===== config.mk =====
export PLATFORM = sky130hd
export DESIGN_NAME = input_batch_sequence_gate
export DESIGN_NICKNAME = d
export VERILOG_FILES = /design/src/design/isg_pkg.sv /design/src/design/isg_fifo.sv /design/src/design/isg_front.sv /design/src/design/isg_back.sv /design/src/design/input_batch_sequence_gate.sv
export SDC_FILE = /design/constraint.sdc
export NUM_CORES = 2
export LEC_CHECK = 0
export ABC_AREA = 0
export BUFFER_PORTS_ARGS = -buffer_cell sky130_fd_sc_hd__buf_2
export CORE_MARGIN = 2
export CORE_UTILIZATION = 45
export DETAILED_ROUTE_END_ITERATION = 10
export GPL_TIMING_DRIVEN = 0
export PLACE_DENSITY = 0.61
export SLEW_MARGIN = 25
export SYNTH_ARGS = -nofsm -noshare
export SYNTH_HDL_FRONTEND = slang
export SYNTH_HIERARCHICAL = 1
export SYNTH_SLANG_ARGS = --single-unit

===== constraint.sdc =====
create_clock -name clk -period 22.3 [get_ports clk]
set_input_delay 2.23 -clock clk [delete_from_list [all_inputs] [get_ports clk]]
set_output_delay 2.23 -clock clk [all_outputs]
set_load 0.05 [all_outputs]

===== src/design/isg_pkg.sv =====
`default_nettype none

package isg_pkg;

	// Depth of the two small queues (front to back, back to result port)
	localparam int unsigned QUEUE_DEPTH = 2;

	// Opcodes of an input request
	localparam logic OP_OFFER  = 1'b0;
	localparam logic OP_RESYNC = 1'b1;

	// Raw bits of IEEE negative zero, folded onto positive zero
	localparam logic [63:0] NEG_ZERO_BITS = 64'h8000_0000_0000_0000;

	typedef enum logic [2:0] {
		ST_ACCEPTED      = 3'd0,
		ST_EMPTY         = 3'd1,
		ST_DUPLICATE     = 3'd2,
		ST_BAD_GEN       = 3'd3,
		ST_STALE         = 3'd4,
		ST_RESYNC        = 3'd5,
		ST_RESET_OK      = 3'd6,
		ST_RESET_REFUSED = 3'd7
	} status_t;

	// Request after decode, as queued between front and back
	typedef struct packed {
		logic        is_resync;
		logic        resync_refused;
		logic        is_empty;
		logic        well_formed;
		logic [63:0] generation;
		logic [63:0] first_seq;
		logic [63:0] last_seq;
		logic [63:0] next_seq;
		logic [63:0] time_bits;
		logic [63:0] hash;
	} item_t;

endpackage

`default_nettype wire


===== src/design/isg_fifo.sv =====
`default_nettype none

module isg_fifo #(
	parameter int unsigned WIDTH = 8,
	parameter int unsigned DEPTH = 2
) (
	input  wire logic             clk,
	input  wire logic             arst_n,
	input  wire logic             push,
	input  wire logic [WIDTH-1:0] wdata,
	output logic                  full,
	input  wire logic             pop,
	output logic [WIDTH-1:0]      rdata,
	output logic                  empty
);

	localparam int unsigned PTR_W = $clog2(DEPTH);
	localparam int unsigned CNT_W = $clog2(DEPTH + 1);

	logic [WIDTH-1:0] mem_q [DEPTH];
	logic [PTR_W-1:0] wr_ptr_q;
	logic [PTR_W-1:0] rd_ptr_q;
	logic [CNT_W-1:0] count_q;
	logic             do_push;
	logic             do_pop;

	assign full    = (count_q == CNT_W'(DEPTH));
	assign empty   = (count_q == '0);
	assign do_push = push && !full;
	assign do_pop  = pop && !empty;
	assign rdata   = mem_q[rd_ptr_q];

	// Store a request at the write pointer
	always_ff @(posedge clk) begin
		if (do_push) begin
			mem_q[wr_ptr_q] <= wdata;
		end
	end

	// Advance pointers and count
	always_ff @(posedge clk or negedge arst_n) begin
		if (!arst_n) begin
			wr_ptr_q <= '0;
			rd_ptr_q <= '0;
			count_q  <= '0;
		end else begin
			if (do_push) begin
				wr_ptr_q <= (wr_ptr_q == PTR_W'(DEPTH - 1)) ? '0 : wr_ptr_q + PTR_W'(1);
			end
			if (do_pop) begin
				rd_ptr_q <= (rd_ptr_q == PTR_W'(DEPTH - 1)) ? '0 : rd_ptr_q + PTR_W'(1);
			end
			case ({do_push, do_pop})
				2'b10: count_q <= count_q + CNT_W'(1);
				2'b01: count_q <= count_q - CNT_W'(1);
				default: count_q <= count_q;
			endcase
		end
	end

endmodule

`default_nettype wire


===== src/design/isg_front.sv =====
`default_nettype none

module isg_front
	import isg_pkg::*;
#(
	parameter int unsigned DEPTH = QUEUE_DEPTH
) (
	input  wire logic        clk,
	input  wire logic        arst_n,
	input  wire logic        push,
	output logic             full,
	input  wire logic        opcode,
	input  wire logic [63:0] generation,
	input  wire logic [63:0] first_sequence,
	input  wire logic [63:0] last_sequence,
	input  wire logic        is_empty,
	input  wire logic [63:0] target_time_bits,
	input  wire logic [63:0] batch_hash,
	input  wire logic        well_formed,
	output logic             avail,
	input  wire logic        take,
	output item_t            item
);

	localparam int unsigned ITEM_W = $bits(item_t);

	item_t             dec;
	logic [ITEM_W-1:0] q_rdata;
	logic              q_empty;

	// Classify the request and work out everything that needs no gate state
	always_comb begin
		dec.is_resync      = (opcode == OP_RESYNC);
		dec.resync_refused = (generation == '0) || (first_sequence == '0);
		dec.is_empty       = is_empty;
		dec.well_formed    = well_formed;
		dec.generation     = generation;
		dec.first_seq      = first_sequence;
		dec.last_seq       = last_sequence;
		dec.next_seq       = last_sequence + 64'd1;
		dec.time_bits      = (target_time_bits == NEG_ZERO_BITS) ? '0 : target_time_bits;
		dec.hash           = batch_hash;
	end

	// Hold decoded requests until the back end takes them
	isg_fifo #(
		.WIDTH(ITEM_W),
		.DEPTH(DEPTH)
	) u_queue (
		.clk   (clk),
		.arst_n(arst_n),
		.push  (push),
		.wdata (dec),
		.full  (full),
		.pop   (take),
		.rdata (q_rdata),
		.empty (q_empty)
	);

	assign avail = !q_empty;
	assign item  = item_t'(q_rdata);

endmodule

`default_nettype wire


===== src/design/isg_back.sv =====
`default_nettype none

module isg_back
	import isg_pkg::*;
(
	input  wire logic  clk,
	input  wire logic  arst_n,
	input  wire logic  avail,
	input  wire item_t item,
	output logic       take,
	output logic       out_push,
	output status_t    out_status,
	input  wire logic  out_full
);

	logic [63:0] cur_gen_q;
	logic [63:0] next_exp_q;
	logic [63:0] last_first_q;
	logic [63:0] last_last_q;
	logic [63:0] last_hash_q;
	logic [63:0] last_time_q;
	logic        has_acc_q;
	logic        needs_resync_q;

	logic        time_back;
	logic        set_resync;
	logic        upd_time;
	logic        upd_batch;
	logic        do_resync;

	// Take a request whenever the result queue has room
	assign take     = avail && !out_full;
	assign out_push = take;

	assign time_back = has_acc_q && (item.time_bits < last_time_q);

	// Decide the status of the request at the head
	always_comb begin
		out_status = ST_RESYNC;
		set_resync = 1'b0;
		upd_time   = 1'b0;
		upd_batch  = 1'b0;
		do_resync  = 1'b0;
		if (item.is_resync) begin
			if (item.resync_refused) begin
				out_status = ST_RESET_REFUSED;
			end else begin
				out_status = ST_RESET_OK;
				do_resync  = 1'b1;
			end
		end else if (item.generation != cur_gen_q) begin
			out_status = ST_BAD_GEN;
		end else if (needs_resync_q) begin
			out_status = ST_RESYNC;
		end else if (!item.well_formed) begin
			set_resync = 1'b1;
		end else if (item.is_empty) begin
			if (time_back) begin
				set_resync = 1'b1;
			end else begin
				out_status = ST_EMPTY;
				upd_time   = 1'b1;
			end
		end else if (item.first_seq == next_exp_q) begin
			if (time_back) begin
				set_resync = 1'b1;
			end else begin
				out_status = ST_ACCEPTED;
				upd_time   = 1'b1;
				upd_batch  = 1'b1;
			end
		end else if ((item.first_seq == last_first_q) && (item.last_seq == last_last_q)) begin
			if (item.hash == last_hash_q) begin
				out_status = ST_DUPLICATE;
			end else begin
				set_resync = 1'b1;
			end
		end else if (item.last_seq < last_first_q) begin
			out_status = ST_STALE;
		end else begin
			set_resync = 1'b1;
		end
	end

	// Update gate state on each request taken
	always_ff @(posedge clk or negedge arst_n) begin
		if (!arst_n) begin
			cur_gen_q      <= '0;
			next_exp_q     <= '0;
			last_first_q   <= '0;
			last_last_q    <= '0;
			last_hash_q    <= '0;
			last_time_q    <= '0;
			has_acc_q      <= 1'b0;
			needs_resync_q <= 1'b0;
		end else if (take) begin
			if (do_resync) begin
				cur_gen_q      <= item.generation;
				next_exp_q     <= item.first_seq;
				last_first_q   <= '0;
				last_last_q    <= '0;
				last_hash_q    <= '0;
				last_time_q    <= '0;
				has_acc_q      <= 1'b0;
				needs_resync_q <= 1'b0;
			end
			if (set_resync) begin
				needs_resync_q <= 1'b1;
			end
			if (upd_time) begin
				last_time_q <= item.time_bits;
				has_acc_q   <= 1'b1;
			end
			if (upd_batch) begin
				next_exp_q   <= item.next_seq;
				last_first_q <= item.first_seq;
				last_last_q  <= item.last_seq;
				last_hash_q  <= item.hash;
			end
		end
	end

endmodule

`default_nettype wire


===== src/design/input_batch_sequence_gate.sv =====
// Admission gate for numbered input batches.
// Input side is a queue: drive a request with push while full is low; each
// request is an offer of a batch (opcode 0) or a resync (opcode 1).
// Result side is a queue: while empty is low, status holds the oldest result;
// raise pop to take it. Every request gives exactly one status, in order.
// Throughput: one request per cycle, sustained while pop keeps up.
// Path: a status appears once its request has been registered in the front
// queue and then in the result queue. The back end checks the gate state
// combinationally and updates it on the edge that takes the request, which
// is what lets a request follow the previous one at once.
// Both queues hold QUEUE_DEPTH_P entries. When pop stays low the result queue
// fills, the back end stops, the front queue fills and full rises; nothing
// is dropped and requests resume as soon as results are taken.
// Reset clears both queues and the gate state: generation, expected sequence
// and history all zero, no resync pending.
`default_nettype none

module input_batch_sequence_gate
	import isg_pkg::*;
#(
	parameter int unsigned QUEUE_DEPTH_P = QUEUE_DEPTH
) (
	input  wire logic        clk,
	input  wire logic        arst_n,
	input  wire logic        push,
	output logic             full,
	input  wire logic        opcode,
	input  wire logic [63:0] generation,
	input  wire logic [63:0] first_sequence,
	input  wire logic [63:0] last_sequence,
	input  wire logic        is_empty,
	input  wire logic [63:0] target_time_bits,
	input  wire logic [63:0] batch_hash,
	input  wire logic        well_formed,
	output logic             empty,
	input  wire logic        pop,
	output logic [2:0]       status
);

	localparam int unsigned STATUS_W = $bits(status_t);

	item_t               mid_item;
	logic                mid_avail;
	logic                mid_take;
	logic                out_push;
	logic                out_full;
	status_t             out_status;
	logic [STATUS_W-1:0] out_wdata;

	// Accept and classify requests
	isg_front #(
		.DEPTH(QUEUE_DEPTH_P)
	) u_front (
		.clk             (clk),
		.arst_n          (arst_n),
		.push            (push),
		.full            (full),
		.opcode          (opcode),
		.generation      (generation),
		.first_sequence  (first_sequence),
		.last_sequence   (last_sequence),
		.is_empty        (is_empty),
		.target_time_bits(target_time_bits),
		.batch_hash      (batch_hash),
		.well_formed     (well_formed),
		.avail           (mid_avail),
		.take            (mid_take),
		.item            (mid_item)
	);

	// Check requests against the gate state
	isg_back u_back (
		.clk       (clk),
		.arst_n    (arst_n),
		.avail     (mid_avail),
		.item      (mid_item),
		.take      (mid_take),
		.out_push  (out_push),
		.out_status(out_status),
		.out_full  (out_full)
	);

	assign out_wdata = out_status;

	// Hold results until the receiver pops them
	isg_fifo #(
		.WIDTH(STATUS_W),
		.DEPTH(QUEUE_DEPTH_P)
	) u_result_q (
		.clk   (clk),
		.arst_n(arst_n),
		.push  (out_push),
		.wdata (out_wdata),
		.full  (out_full),
		.pop   (pop),
		.rdata (status),
		.empty (empty)
	);

`ifndef NO_ASSERTIONS
	// Never write a result into a full result queue
	a_no_push_full: assert property (@(posedge clk) disable iff (!arst_n)
		out_push |-> !out_full)
		else $error("result written while result queue full");

	// Back end must not idle while work and room are both present
	a_back_busy: assert property (@(posedge clk) disable iff (!arst_n)
		(mid_avail && !out_full) |-> mid_take)
		else $error("back end stalled with request and room");

	// A request into idle queues shows its status once it has passed both queues
	a_latency: assert property (@(posedge clk) disable iff (!arst_n)
		(push && !full && !mid_avail && empty) |-> ##2 !empty)
		else $error("status missing two cycles after request");
`endif

endmodule

`default_nettype wire

==> flow_metrics.py <==
metrics = {
    "timing": {
        "slew-limit-headroom_pct": 14.7,
        "finalHoldViolCount": 0,
        "rsz0062_at_grt": "false",
        "fin_crit_sh_pct": 27.4,
        "tightestPinTransition_ns": 1.25,
        "finalSetupViolations": 0,
        "slew_violations": 0,
        "clock_skew_ns": 0.0256,
        "fmax_mhz": 164,
        "fin_crit_ns": 6.12,
    },
    "yosys": {
        "synth-async-reset-ratio_pct": 33.5,
        "ys_seq_area_share_pct": 61.5,
        "synth.distinct_cells": 69,
        "synth_area_um2": 54200,
        "synth_ff_type": "edfxtp_1",
        "synth_top_area_cell": "edfxtp_1",
        "syn_nets": 4413,
        "synth-seq-cells": 1176,
        "syn_inst": 3957,
        "synth-edff-count": 782,
        "synth_top_area_share_pct": 43.3,
        "synth-warning-count": 6,
        "synth_area_leaders": "edfxtp_1, dfrtp_1, mux2_4, mux2_2, xnor2_1",
        "avgSynthCellArea_um2": 13.7,
    },
    "layout": {
        "multi_input_area_um2": 18800,
        "final_nets": 4913,
        "area_delta_synth_final_pct": 16.6,
        "stdcell_area_um2": 63200,
        "drive_above_1_share_pct": 26.5,
        "final_core_util_pct": 52.8,
        "seq_area_um2": 33300,
        "fill_cells": 10200,
    },
    "global_route": {
        "grt_pass1_vias": 32300,
        "met2_usage_pct": 36.6,
        "grt_busiest_layer": "met2",
        "antenna_found_initial": 27,
        "groute.usage.overall_pct": 23.1,
        "grt_pass1_wl_um": 208000,
        "gr-usage-met3_pct": 4.60,
        "grt_overflow": 0,
        "groute.layer.met1.usage_pct": 31.7,
        "grt_max_degree": 85,
    },
    "clocking": {
        "numCtsBuffers": 130,
        "h-tree-depth": 4,
        "cts_hold_buf": 0,
        "cts.path.max_buffers": 3,
        "insertion_delay_ns": 0.73,
        "clkTransAtPathRegs_ns": 0.06,
        "root_buffer": "clkbuf_16",
        "cts_resized": 0,
        "post-cts-setup-buffer-count": 0,
        "cts.sinks": 1176,
        "tritoncts": "done",
    },
    "placement": {
        "placed_cell_area_um2": 58800,
        "io_buffers": 331,
        "gp_congestion": 0.918,
        "hpwlAfterDp_um": 107000,
    },
    "route": {
        "ant_nets": 0,
        "drt_wl_total_um": 144000,
        "drt-pass1-iter-count": 5,
        "route.detailed.wl_per_inst_um": 23.2,
        "route.detailed.drc": 0,
        "drt_iter0_drc": 3024,
        "drt-vias-per-instance": 5.37,
        "num_vias": 33300,
    },
    "floorplanning": {
        "die_h_um": 351,
        "die_x_um": 351,
        "fp-row-count": 127,
        "fp.dieArea_um2": 123000,
        "start_util_pct": 45.3,
        "ios": 332,
        "core_area_um2": 120000,
    },
    "setup_path": {
        "crit_type": "flip-flop to flip-flop",
        "cp-start-kind": "flip-flop",
        "arrival_ns": 6.72,
        "path_max_fanout": 10,
        "cp-end-kind": "flip-flop",
        "worstPathRequired_ns": 22.90,
    },
    "power": {
        "internal_power_w": 0.00536,
        "p_total_w": 0.00803,
        "p_switching_w": 0.00267,
        "pwr-share-seq_pct": 37.4,
        "pwr-share-comb_pct": 35.3,
        "power_leakage_nw": 24.5,
        "vdd_ir_drop_max_mv": 0.0766,
        "clockPowerShare_pct": 27.3,
        "power_density_nw_per_um2": 127,
        "p_sw_share_pct": 33.3,
    },
    "run": {
        "max_cap_violations": 0,
    },
    "run_status": {
        "status": "finished, final reports clean",
    },
    "worst_hold_path": {
        "min_path_type": "flip-flop to flip-flop",
    },
}
## layout by cell type, fill, tap and decap left out, drive strengths merged, types with 126 or more instances in the layout
master and count:
inv 214, nand2 434, mux2 518, dfrtp 394
ha 129, xor2 126, o21ai 216, a21oi 164
buf 468, xnor2 256, edfxtp 782, clkbuf 308
## layer usage
layer	share of wire (%)	wire, um	vias to the layer above
met4	3.2	4610	22
met1	43	62200	16600
met2	47	67000	1038
li1	-	-	15400
met3	6.8	9850	240
met5	0.11	160	-
## state kept, by name, summed over array words and instances, names as in the netlist, 2 cells and up
signal                   count
u_front/u_queue/mem_q      776
u_back/cur_gen_q            64
u_back/last_first_q         64
u_back/last_hash_q          64
u_back/last_last_q          64
u_back/last_time_q          64
u_back/next_exp_q           64
u_result_q/mem_q             6
u_front/u_queue/count_q      2
u_result_q/count_q           2
## cell usage after synthesis (all sizes together), types with 14 or more instances
master / instances
mux2: 518
xor2: 126
nor2: 49
edfxtp: 782
nand2: 434
dfrtp: 394
buf: 100
a21o: 14
a21oi: 164
nand4: 119
o22ai: 68
nor4: 100
nor3: 14
inv: 208
xnor2: 256
o21ai: 216
ha: 129
nand3: 36
clkbuf: 121
## metrics by stage
step | setup WS [ns] | std cells | setup TNS (ns) | hold WS, ns
finish | 16.18 | 6192 | 0 | 0.494
global route | 15.81 | 6182 | 0 | 0.524
CTS | 16.10 | 6179 | 0 | 0.495
detailed placement | 16.15 | 5937 | 0 | 0.482
global placement | -8.08 | 5900 | -3106.88 | 0.476
floorplan | 2.78 | 3957 | 0 | 0.450
## worst paths after layout
path / startpoint / to / slack [ns] / cells after the start
min in group asynchronous: arst_n / u_back/last_time_q[29]$_DFFE_PN0P_ / 1.39 / 1
min: u_back/has_acc_q$_DFFE_PN0P_ / u_back/has_acc_q$_DFFE_PN0P_ / 0.49 / 1
max reg2reg: u_front/u_queue/rd_ptr_q$_DFFE_PN0P_ / u_back/last_last_q[38]$_DFFE_PN0P_ / 16.18 / 13
max: u_front/u_queue/rd_ptr_q$_DFFE_PN0P_ / u_back/last_last_q[38]$_DFFE_PN0P_ / 16.18 / 13
max in group asynchronous: arst_n / u_back/last_last_q[35]$_DFFE_PN0P_ / 19.49 / 4
min reg2reg: u_back/has_acc_q$_DFFE_PN0P_ / u_back/has_acc_q$_DFFE_PN0P_ / 0.49 / 1
## critical path: stages, from the launching register on
cell      delay [ns]
dfrtp_1         0.36
buf_6           0.21
buf_6           0.26
buf_6           0.27
mux2_4          0.36
xor2_1          0.25
nor4_1          0.57
nand4_1         0.22
nor4_2          0.78
nand3b_1        0.33
a311oi_2        0.91
clkbuf_1        0.90
buf_2           0.41
o21ai_1         0.11
## cell families (layout without fill, tap and decap cells)
family	after synthesis	in the layout	share of synthesized area (%)
AO/OA/AOI/OAI	506	506	5.16
XOR/XNOR	382	382	6.17
adder cells (fa/ha/maj)	129	129	2.98
buffers and inverters	429	1039	3.95
flip-flops	1176	1176	61.5
multiplexers	519	519	12.9
other	0	13	0
AND/OR/NAND/NOR	816	816	7.41
## cell type report
type | count | area share [%]
diodes | 13 | 0.0514
plain buffers | 221 | 2.16
clock buffers | 187 | 5.91
clock inverters | 55 | 1.04
inverters | 208 | 1.23
multi-input cells | 2352 | 29.7
flip-flops and latches | 1176 | 52.7
well taps | 1612 | 3.19
repair buffers | 368 | 3.99
## power by group through the flow
stage	Clock, W	Sequential, W	Combinational (W)
final	0.00219	0.00300	0.00283
after global routing	0.00233	0.00304	0.00302
after CTS	0.00225	0.00300	0.00284
after detailed placement	0	0.00304	0.00283
after global placement	0	0.00338	0.00271
after floorplan	0	0.00322	0.00186
No activity file was read; power rests on OpenSTA's default activity.
